--- src/rtl/imu_caf_pkg.sv ---
// Shared types, constants and tables for the IMU complementary attitude filter.
package imu_caf_pkg;

  // CORDIC iteration count and arctangent table depth
  localparam int CORDIC_STEPS = 16;
  localparam int TABLE_LEN    = 24;
  localparam int CORDIC_ITERS = (CORDIC_STEPS < TABLE_LEN) ? CORDIC_STEPS : TABLE_LEN;
  localparam int STEP_W       = $clog2(TABLE_LEN);

  // bit-serial square root of a 32-bit radicand: one result bit per cycle
  localparam int          SQRT_ITERS = 16;
  localparam logic [31:0] SQRT_BIT0  = 32'h4000_0000;

  // angle widths: clamped Q16.16 degrees and CORDIC working width
  localparam int ANG_W = 25;
  localparam int CW    = 28;

  localparam logic signed [ANG_W-1:0] ANG_MAX     = 25'sd11796480;
  localparam logic signed [ANG_W-1:0] ANG_MIN     = -25'sd11796480;
  localparam logic signed [CW-1:0]    ANG_QUARTER = 28'sd5898240;

  // (180/pi) * 2^16 / (4096 * 10^6) * 2^32
  localparam logic signed [23:0] GYRO_K      = 24'sd3937336;
  localparam logic [15:0]        BLEND_RESET = 16'd64225;
  localparam logic signed [43:0] ROUND_HALF  = 44'sd32768;

  // datapath micro-operations, one per cycle
  typedef enum logic [3:0] {
    OP_NONE,
    OP_LOAD,
    OP_SQ_Y,
    OP_SQ_Z,
    OP_SQRT_STEP,
    OP_CORDIC_INIT,
    OP_CORDIC_STEP,
    OP_CORDIC_STORE,
    OP_RATE_DT,
    OP_GYRO_K,
    OP_SUM,
    OP_MUL_OLD,
    OP_MUL_ACC,
    OP_EST_STORE,
    OP_OUT_LOAD
  } dp_op_t;

  typedef enum logic [3:0] {
    ST_IDLE,
    ST_SQ_Y,
    ST_SQ_Z,
    ST_SQRT,
    ST_C_INIT,
    ST_C_ITER,
    ST_C_STORE,
    ST_RATE_DT,
    ST_GYRO_K,
    ST_SUM,
    ST_MUL_OLD,
    ST_MUL_ACC,
    ST_EST,
    ST_OUT
  } ctrl_state_t;

  // command from controller to datapath
  typedef struct packed {
    dp_op_t            op;
    logic              pitch;  // 0: roll channel, 1: pitch channel
    logic [STEP_W-1:0] step;   // CORDIC iteration index
  } dp_cmd_t;

  // atan(2^-i) in Q16.16 degrees
  function automatic logic signed [CW-1:0] atan_deg(input logic [STEP_W-1:0] i);
    logic signed [CW-1:0] r;
    case (i)
      5'd0:    r = 28'sd2949120;
      5'd1:    r = 28'sd1740967;
      5'd2:    r = 28'sd919879;
      5'd3:    r = 28'sd466945;
      5'd4:    r = 28'sd234379;
      5'd5:    r = 28'sd117304;
      5'd6:    r = 28'sd58666;
      5'd7:    r = 28'sd29335;
      5'd8:    r = 28'sd14668;
      5'd9:    r = 28'sd7334;
      5'd10:   r = 28'sd3667;
      5'd11:   r = 28'sd1833;
      5'd12:   r = 28'sd917;
      5'd13:   r = 28'sd458;
      5'd14:   r = 28'sd229;
      5'd15:   r = 28'sd115;
      5'd16:   r = 28'sd57;
      5'd17:   r = 28'sd29;
      5'd18:   r = 28'sd14;
      5'd19:   r = 28'sd7;
      5'd20:   r = 28'sd4;
      5'd21:   r = 28'sd2;
      5'd22:   r = 28'sd1;
      default: r = 28'sd0;
    endcase
    return r;
  endfunction

  // saturate to +-180 degrees
  function automatic logic signed [ANG_W-1:0] clamp_ang(input logic signed [CW-1:0] v);
    logic signed [ANG_W-1:0] r;
    if (v > CW'(ANG_MAX)) begin
      r = ANG_MAX;
    end else if (v < CW'(ANG_MIN)) begin
      r = ANG_MIN;
    end else begin
      r = ANG_W'(v);
    end
    return r;
  endfunction

endpackage

--- src/rtl/imu_caf_ctrl.sv ---
// Sequencer for the attitude filter: steps the datapath through one sample.
module imu_caf_ctrl
  import imu_caf_pkg::*;
(
  input  logic    clk,
  input  logic    rst,
  input  logic    in_valid,
  output logic    in_stall,
  output logic    out_valid,
  input  logic    out_stall,
  output dp_cmd_t cmd
);

  ctrl_state_t       state, state_next;
  logic [STEP_W-1:0] cnt, cnt_next;
  logic              pitch, pitch_next;
  logic              out_valid_next;

  // state and counters
  always_ff @(posedge clk) begin
    if (rst) begin
      state     <= ST_IDLE;
      cnt       <= '0;
      pitch     <= 1'b0;
      out_valid <= 1'b0;
    end else begin
      state     <= state_next;
      cnt       <= cnt_next;
      pitch     <= pitch_next;
      out_valid <= out_valid_next;
    end
  end

  assign in_stall = (state != ST_IDLE);

  // next state and datapath commands
  always_comb begin
    state_next     = state;
    cnt_next       = cnt;
    pitch_next     = pitch;
    out_valid_next = out_valid && out_stall;
    cmd.op         = OP_NONE;
    cmd.pitch      = pitch;
    cmd.step       = cnt;
    unique case (state)
      ST_IDLE: begin
        if (in_valid) begin
          cmd.op     = OP_LOAD;
          state_next = ST_SQ_Y;
        end
      end
      ST_SQ_Y: begin
        cmd.op     = OP_SQ_Y;
        state_next = ST_SQ_Z;
      end
      ST_SQ_Z: begin
        cmd.op     = OP_SQ_Z;
        cnt_next   = '0;
        state_next = ST_SQRT;
      end
      ST_SQRT: begin
        cmd.op = OP_SQRT_STEP;
        if (cnt == STEP_W'(SQRT_ITERS - 1)) begin
          cnt_next   = '0;
          pitch_next = 1'b0;
          state_next = ST_C_INIT;
        end else begin
          cnt_next = cnt + STEP_W'(1);
        end
      end
      ST_C_INIT: begin
        cmd.op     = OP_CORDIC_INIT;
        cnt_next   = '0;
        state_next = ST_C_ITER;
      end
      ST_C_ITER: begin
        cmd.op = OP_CORDIC_STEP;
        if (cnt == STEP_W'(CORDIC_ITERS - 1)) begin
          state_next = ST_C_STORE;
        end else begin
          cnt_next = cnt + STEP_W'(1);
        end
      end
      ST_C_STORE: begin
        cmd.op = OP_CORDIC_STORE;
        if (!pitch) begin
          pitch_next = 1'b1;
          state_next = ST_C_INIT;
        end else begin
          pitch_next = 1'b0;
          state_next = ST_RATE_DT;
        end
      end
      ST_RATE_DT: begin
        cmd.op     = OP_RATE_DT;
        state_next = ST_GYRO_K;
      end
      ST_GYRO_K: begin
        cmd.op     = OP_GYRO_K;
        state_next = ST_SUM;
      end
      ST_SUM: begin
        cmd.op     = OP_SUM;
        state_next = ST_MUL_OLD;
      end
      ST_MUL_OLD: begin
        cmd.op     = OP_MUL_OLD;
        state_next = ST_MUL_ACC;
      end
      ST_MUL_ACC: begin
        cmd.op     = OP_MUL_ACC;
        state_next = ST_EST;
      end
      ST_EST: begin
        cmd.op = OP_EST_STORE;
        if (!pitch) begin
          pitch_next = 1'b1;
          state_next = ST_RATE_DT;
        end else begin
          pitch_next = 1'b0;
          state_next = ST_OUT;
        end
      end
      ST_OUT: begin
        // wait until the output register is free or being emptied
        if (!out_valid || !out_stall) begin
          cmd.op         = OP_OUT_LOAD;
          out_valid_next = 1'b1;
          state_next     = ST_IDLE;
        end
      end
      default: begin
        state_next = ST_IDLE;
      end
    endcase
  end

endmodule

--- src/rtl/imu_caf_dp.sv ---
// Datapath: sample registers, shared multiplier, square root, CORDIC and blend.
module imu_caf_dp
  import imu_caf_pkg::*;
(
  input  logic               clk,
  input  logic               rst,
  input  dp_cmd_t            cmd,
  input  logic               cfg_we,
  input  logic [15:0]        cfg_data,
  input  logic signed [15:0] accel_x,
  input  logic signed [15:0] accel_y,
  input  logic signed [15:0] accel_z,
  input  logic signed [15:0] rate_x,
  input  logic signed [15:0] rate_y,
  input  logic [15:0]        step_time,
  output logic signed [16:0] roll_angle,
  output logic signed [16:0] pitch_angle
);

  // sample registers
  logic signed [15:0] ax, ay, az, gx, gy;
  logic [15:0]        dt;

  // square root
  logic [31:0] sq_rem, sq_root, sq_bit;
  logic [32:0] sq_trial;
  logic        sq_ge;

  // CORDIC
  logic signed [CW-1:0] cx, cy, cz;
  logic                 c_zero;
  logic signed [CW-1:0] xs, ys, sx, sy;
  logic signed [16:0]   ix, iy;
  logic                 y_pos;

  // blend
  logic [15:0]             weight;
  logic signed [17:0]      w;
  logic signed [ANG_W-1:0] tilt_roll, tilt_pitch, est_roll, est_pitch;
  logic signed [ANG_W-1:0] acc_sel, est_sel;
  logic signed [31:0]      rate_dt;
  logic signed [22:0]      inc;
  logic signed [25:0]      sum;
  logic signed [43:0]      bacc;

  // shared multiplier
  logic signed [31:0] mul_a;
  logic signed [23:0] mul_b;
  logic signed [55:0] prod;

  assign w       = 18'sd65536 - $signed({2'b00, weight});
  assign acc_sel = cmd.pitch ? tilt_pitch : tilt_roll;
  assign est_sel = cmd.pitch ? est_pitch : est_roll;

  // multiplier operand selection
  always_comb begin
    mul_a = '0;
    mul_b = '0;
    unique case (cmd.op)
      OP_SQ_Y: begin
        mul_a = 32'(ay);
        mul_b = 24'(ay);
      end
      OP_SQ_Z: begin
        mul_a = 32'(az);
        mul_b = 24'(az);
      end
      OP_RATE_DT: begin
        mul_a = cmd.pitch ? 32'(gy) : 32'(gx);
        mul_b = 24'($signed({1'b0, dt}));
      end
      OP_GYRO_K: begin
        mul_a = rate_dt;
        mul_b = GYRO_K;
      end
      OP_MUL_OLD: begin
        mul_a = 32'(sum);
        mul_b = 24'($signed({1'b0, weight}));
      end
      OP_MUL_ACC: begin
        mul_a = 32'(acc_sel);
        mul_b = 24'(w);
      end
      default: begin
        mul_a = '0;
        mul_b = '0;
      end
    endcase
  end

  assign prod = mul_a * mul_b;

  // square root trial subtraction
  assign sq_trial = {1'b0, sq_root} + {1'b0, sq_bit};
  assign sq_ge    = ({1'b0, sq_rem} >= sq_trial);

  // CORDIC start vector: roll uses (az, ay), pitch uses (root, -ax), both scaled by 256
  always_comb begin
    if (cmd.pitch) begin
      ix = $signed({1'b0, sq_root[15:0]});
      iy = -17'(ax);
    end else begin
      ix = 17'(az);
      iy = 17'(ay);
    end
    sx = CW'($signed({ix, 8'h00}));
    sy = CW'($signed({iy, 8'h00}));
  end

  assign xs    = cx >>> cmd.step;
  assign ys    = cy >>> cmd.step;
  assign y_pos = !cy[CW-1] && (cy != '0);

  // operation registers
  always_ff @(posedge clk) begin
    unique case (cmd.op)
      OP_LOAD: begin
        ax <= accel_x;
        ay <= accel_y;
        az <= accel_z;
        gx <= rate_x;
        gy <= rate_y;
        dt <= step_time;
      end
      OP_SQ_Y: begin
        sq_rem <= prod[31:0];
      end
      OP_SQ_Z: begin
        sq_rem  <= sq_rem + prod[31:0];
        sq_root <= '0;
        sq_bit  <= SQRT_BIT0;
      end
      OP_SQRT_STEP: begin
        if (sq_ge) begin
          sq_rem  <= sq_rem - sq_trial[31:0];
          sq_root <= (sq_root >> 1) + sq_bit;
        end else begin
          sq_root <= sq_root >> 1;
        end
        sq_bit <= sq_bit >> 2;
      end
      OP_CORDIC_INIT: begin
        c_zero <= (ix == '0) && (iy == '0);
        // left half-plane: turn by a quarter circle first
        if (sx[CW-1]) begin
          if (!sy[CW-1]) begin
            cx <= sy;
            cy <= -sx;
            cz <= ANG_QUARTER;
          end else begin
            cx <= -sy;
            cy <= sx;
            cz <= -ANG_QUARTER;
          end
        end else begin
          cx <= sx;
          cy <= sy;
          cz <= '0;
        end
      end
      OP_CORDIC_STEP: begin
        if (y_pos) begin
          cx <= cx + ys;
          cy <= cy - xs;
          cz <= cz + atan_deg(cmd.step);
        end else begin
          cx <= cx - ys;
          cy <= cy + xs;
          cz <= cz - atan_deg(cmd.step);
        end
      end
      OP_CORDIC_STORE: begin
        if (cmd.pitch) begin
          tilt_pitch <= c_zero ? '0 : clamp_ang(cz);
        end else begin
          tilt_roll <= c_zero ? '0 : clamp_ang(cz);
        end
      end
      OP_RATE_DT: begin
        rate_dt <= 32'(prod);
      end
      OP_GYRO_K: begin
        inc <= prod[54:32];
      end
      OP_SUM: begin
        sum <= 26'(est_sel) + 26'(inc);
      end
      OP_MUL_OLD: begin
        bacc <= 44'(prod) + ROUND_HALF;
      end
      OP_MUL_ACC: begin
        bacc <= bacc + 44'(prod);
      end
      OP_OUT_LOAD: begin
        roll_angle  <= est_roll[ANG_W-1:8];
        pitch_angle <= est_pitch[ANG_W-1:8];
      end
      default: begin
      end
    endcase
  end

  // filter state and blend weight
  always_ff @(posedge clk) begin
    if (rst) begin
      est_roll  <= '0;
      est_pitch <= '0;
      weight    <= BLEND_RESET;
    end else begin
      if (cfg_we) begin
        weight <= cfg_data;
      end
      if (cmd.op == OP_EST_STORE) begin
        if (cmd.pitch) begin
          est_pitch <= clamp_ang(bacc[43:16]);
        end else begin
          est_roll <= clamp_ang(bacc[43:16]);
        end
      end
    end
  end

endmodule

--- src/rtl/imu_complementary_attitude_filter_unit.sv ---
// A new sample is taken only after the previous result is loaded into the output register.
// The pace is set by the bit-serial square root, the one CORDIC unit run for roll then
// pitch, and the shared multiplier that does both blends in series. The result waits in
// an output register.
// Reset (rst, synchronous): estimates cleared, blend weight back to 64225, sequencer idle.
module imu_complementary_attitude_filter_unit
  import imu_caf_pkg::*;
(
  input  logic               clk,
  input  logic               rst,
  input  logic               in_valid,
  output logic               in_stall,
  input  logic signed [15:0] accel_x,
  input  logic signed [15:0] accel_y,
  input  logic signed [15:0] accel_z,
  input  logic signed [15:0] rate_x,
  input  logic signed [15:0] rate_y,
  input  logic [15:0]        step_time,
  output logic               out_valid,
  input  logic               out_stall,
  output logic signed [16:0] roll_angle,
  output logic signed [16:0] pitch_angle,
  input  logic               cfg_valid,
  output logic               cfg_ready,
  input  logic [15:0]        blend_weight
);

  dp_cmd_t cmd;

  // register writes are always taken
  assign cfg_ready = 1'b1;

  imu_caf_ctrl u_ctrl (
    .clk       (clk),
    .rst       (rst),
    .in_valid  (in_valid),
    .in_stall  (in_stall),
    .out_valid (out_valid),
    .out_stall (out_stall),
    .cmd       (cmd)
  );

  imu_caf_dp u_dp (
    .clk         (clk),
    .rst         (rst),
    .cmd         (cmd),
    .cfg_we      (cfg_valid && cfg_ready),
    .cfg_data    (blend_weight),
    .accel_x     (accel_x),
    .accel_y     (accel_y),
    .accel_z     (accel_z),
    .rate_x      (rate_x),
    .rate_y      (rate_y),
    .step_time   (step_time),
    .roll_angle  (roll_angle),
    .pitch_angle (pitch_angle)
  );

endmodule

--- config.mk ---
export PLATFORM = sky130hd
export DESIGN_NAME = imu_complementary_attitude_filter_unit
export DESIGN_NICKNAME = d
export VERILOG_FILES = /design/src/rtl/imu_caf_pkg.sv /design/src/rtl/imu_caf_ctrl.sv /design/src/rtl/imu_caf_dp.sv /design/src/rtl/imu_complementary_attitude_filter_unit.sv
export SDC_FILE = /design/constraint.sdc
export NUM_CORES = 2
export LEC_CHECK = 0
export BUFFER_PORTS_ARGS = -buffer_cell sky130_fd_sc_hd__buf_2
export CELL_PAD_IN_SITES_DETAIL_PLACEMENT = 0
export CELL_PAD_IN_SITES_GLOBAL_PLACEMENT = 1
export CORE_ASPECT_RATIO = 0.6
export CORE_UTILIZATION = 40
export CTS_CLUSTER_DIAMETER = 30
export CTS_CLUSTER_SIZE = 14
export DETAILED_ROUTE_END_ITERATION = 10
export PLACE_DENSITY_LB_ADDON = 0.1
export SLEW_MARGIN = 0
export SYNTH_ARGS = -nofsm -noshare
export SYNTH_HDL_FRONTEND = slang
export SYNTH_SLANG_ARGS = --single-unit
--- constraint.sdc ---
create_clock -name clk -period 11.05 [get_ports clk]
set_input_delay 1.6575 -clock clk [delete_from_list [all_inputs] [get_ports clk]]
set_output_delay 1.6575 -clock clk [all_outputs]
set_load 0.01 [all_outputs]
==> summary.txt <==
Placement
  – Placed cell areas: 0.0739 mm²
  – RD Place Congestion: approximately 0.97
  – DP HPWL: 213000 µm
  – Dpl cells: 9844
  – # port buffers: approximately 150

Route
  – Via count: 56557
  – Via-to-Cell Ratio: 5.60
  – DR WL/cell: 25.6 µm
  – Antenna-violating nets left: 0
  – DRC: 0
  – Drt first pass iters: 6
  – Initial detailed-routing violation count: 6679
  – Post-Route WL: 258000 µm

CTS
  – Clk sinks: around 570
  – CTS clk-pin slew, worst paths: ~0.060 ns
  – Total CTS buffers: 111
  – CTS tree: done
  – Number of H-tree levels: 3
  – Root Driver: clkbuf_16
  – Worst-Skew Late Latency: about 0.75 ns
  – Clock tree buffer depth: 3

Synthesis
  – Yosys cell types: 117
  – Synth Instances: 7213
  – Most used DFF post-synth: edfxtp_1
  – Number of synthesized flops with an enable pin: 470
  – Yosys reg bits: between 500 and 600
  – Synthesized area: 0.0671 mm²
  – Syn avg cell area: roughly 9.3 µm²
  – Async SR Flop Fraction: 0%
  – Register area share after synthesis: 24.0%
  – Yosys warning total: 0

STA
  – Final period utilization: 98.0%
  – Pins over their slew limit: 0
  – Fin Setup TNS: 0 ns
  – Fin crit period: roughly 11 ns
  – Slew at the pin closest to its max-slew limit: ~1.3 ns
  – Final setup viols: 0
  – Layout Skew: about 0.075 ns
  – Hold Fails Final Rpt: 0
  – Fmax: 0.0924 GHz
  – RSZ-0062 raised after global routing: yes
  – Slew HR: 13.9%

Critical path
  – Worst Path Required: 11.52 ns
  – Worst-path fanout max: 5
  – CP max-delay cell: fa_1
  – Slowest stage delay, CP: 0.63 ns
  – CP most frequent cell: buf_4
  – WS Path Type: reg2reg
  – Nature of the critical path endpoint: flip-flop
  – CP Launch Type: flip-flop
  – Worst Path Arrival: 11.30 ns

Min path
  – Hold Crit Class: reg2reg

Finish
  – Final net count: 9090
  – Design area: 0.0794 mm²
  – Util after Layout: 48.0%
  – Final non-filler cell total: ~10000
  – Synth-to-Final Area Change: 18.3%
  – Layout cells sized above 1: 17.2%
  – Number of fill cells: 16029

Floorplan
  – Chip height: between 300 and 400 µm
  – Num rows: 115
  – Die ar.: 0.169 mm²
  – Core area: 0.165 mm²
  – Die width: approximately 530 µm
  – Initial core utilization: 40.6%
  – Io pins: about 150

Outcome
  – Status: completed

GRT
  – Number of global-route vias before repair: 53932
  – Largest net degree at the start of global routing: between 70 and 80
  – Total grt overflow: 0
  – Total GRT Usage: 30.4%
  – Initial antenna violation count: 16
  – First-pass GRT wire length: 376000 µm

Run
  – Total of max-cap violations: 0
-- through the flow --
| stage | setup WS (ns) | hold slack [ns] |
|---|---|---|
| 2_1_floorplan | 0.0299 | 0.424 |
| 3_3_place_gp | -0.395 | 0.440 |
| 3_5_place_dp | -0.366 | 0.444 |
| 4_1_cts | 0.000168 | 0.453 |
| 5_1_grt | -0.147 | 0.457 |
| 6_report | 0.222 | 0.450 |
-- path summary, 6_finish.rpt --
kind                             startpoint                           end  slack [ns]  depth (start not counted)
min          u_dp.est_roll[16]$_SDFFE_PP0P_  u_dp.roll_angle[8]$_DFFE_PN_        0.45                          0
min reg2reg  u_dp.est_roll[16]$_SDFFE_PP0P_  u_dp.roll_angle[8]$_DFFE_PN_        0.45                          0
max             u_dp.weight[3]$_SDFFE_PP0P_     u_dp.sq_rem[30]$_DFFE_PP_        0.22                         45
max reg2reg     u_dp.weight[3]$_SDFFE_PP0P_     u_dp.sq_rem[30]$_DFFE_PP_        0.22                         45
-- cells by family (layout without fill, tap and decap cells) --
| kind of cell | after synthesis | after routing | synth area share [%] |
|---|---|---|---|
| XOR/XNOR | 432 | 432 | 5.69 |
| buffers and inverters | 1312 | 1978 | 7.54 |
| flip-flops | 569 | 569 | 24.0 |
| adder cells (fa/ha/maj) | 1192 | 1192 | 30.6 |
| other | 2 | 5 | 0.0112 |
| AND/OR/NAND/NOR | 2123 | 2123 | 14.4 |
| AO/OA/AOI/OAI | 1343 | 1343 | 12.8 |
| multiplexers | 240 | 240 | 4.94 |
-- critical path, delay by kind of cell, from the launching register on --
kind | cells | cell delay [ns]
compound gates | 7 | 1.49
buf+inv | 12 | 1.26
xor+xnor | 2 | 0.40
fa+ha+maj | 9 | 4.44
flops | 1 | 0.33
simple gates | 15 | 2.66
-- final cells by class --
type / instances / area [µm²] / area share, %
multi-input combinational: 5333 / 47100 / 59.3
sequential: 569 / 16100 / 20.3
timing repair buffer: 771 / 5670 / 7.14
inverter: 995 / 3750 / 4.72
clock buffer: 121 / 2870 / 3.61
tap: 2223 / 2780 / 3.50
clock inverter: 91 / 1090 / 1.38
antenna: 2 / 5.00 / 0.00631
-- state kept, by name, indices dropped and copies added (netlist names), 17 cells and up, named ones only --
signal	count
u_dp.cz	28
u_dp.cx	28
u_dp.sum	26
u_dp.roll_angle	17
u_dp.rate_dt	32
u_dp.est_pitch	25
u_dp.inc	23
u_dp.tilt_roll	25
u_dp.sq_rem	32
u_dp.tilt_pitch	25
u_dp.cy	28
u_dp.pitch_angle	17
u_dp.bacc	44
u_dp.est_roll	25
u_dp.sq_root	32
-- cells in the final DEF, fill, tap and decap left out, types with 16 or more instances in the layout --
| cell type | n |
|---|---|
| a211oi_1 | 66 |
| a21o_1 | 125 |
| a21oi_1 | 437 |
| a22oi_1 | 19 |
| a31o_2 | 16 |
| a31oi_1 | 53 |
| and2_1 | 60 |
| and3_1 | 70 |
| buf_2 | 153 |
| buf_4 | 584 |
| buf_6 | 16 |
| clkbuf_16 | 112 |
| clkinvlp_4 | 23 |
| dfxtp_1 | 88 |
| edfxtp_1 | 470 |
| fa_1 | 740 |
| ha_1 | 418 |
| inv_1 | 971 |
| inv_2 | 18 |
| inv_6 | 17 |
| mux2_2 | 43 |
| mux2i_1 | 129 |
| mux4_2 | 62 |
| nand2_1 | 850 |
| nand2b_1 | 69 |
| nand3_1 | 114 |
| nand4_1 | 47 |
| nor2_1 | 560 |
| nor2b_1 | 53 |
| nor3_1 | 84 |
| nor4_1 | 24 |
| o211ai_1 | 46 |
| o21a_1 | 42 |
| o21ai_0 | 248 |
| o21bai_1 | 32 |
| o31ai_1 | 28 |
| or3_1 | 43 |
| xnor2_1 | 254 |
| xor2_1 | 159 |
-- synth_stat cells, types with 117 or more instances --
cell      instances  area [µm²]
a21o_1          125         938
nand3_1         117         586
edfxtp_1        470       14100
mux2i_1         129        1290
nand2_1         859        3220
ha_1            442        5530
a21oi_1         451        2260
nor2_1          579        2170
inv_1           987        3700
xor2_1          167        1460
xnor2_1         262        2290
fa_1            750       15000
clkbuf_1        250         938
o21ai_0         269        1350
-- per-layer routing --
| metal | vias to the layer above | part of all wire [%] | global-route usage [%] | wire [µm] |
|---|---|---|---|---|
| met5 | - | 0.013 | 0 | 34 |
| met4 | 6 | 1.0 | 3.06 | 2610 |
| met3 | 179 | 13 | 10.1 | 32600 |
| met2 | 2585 | 34 | 35.3 | 88800 |
| met1 | 28270 | 52 | 52.4 | 134000 |
| li1 | 25517 | - | - | - |
-- what timing repair did --
action                     4_1_cts  5_1_grt
resized for setup               21      231
setup buffers                    7       40
setup endpoints to repair       15       27
pin swaps                        7       82
hold buffers                     0        0
cloned                           1        1
Power is not shown: default switching activity piles up to over one toggle a cycle in this logic, so the estimate is an artifact.
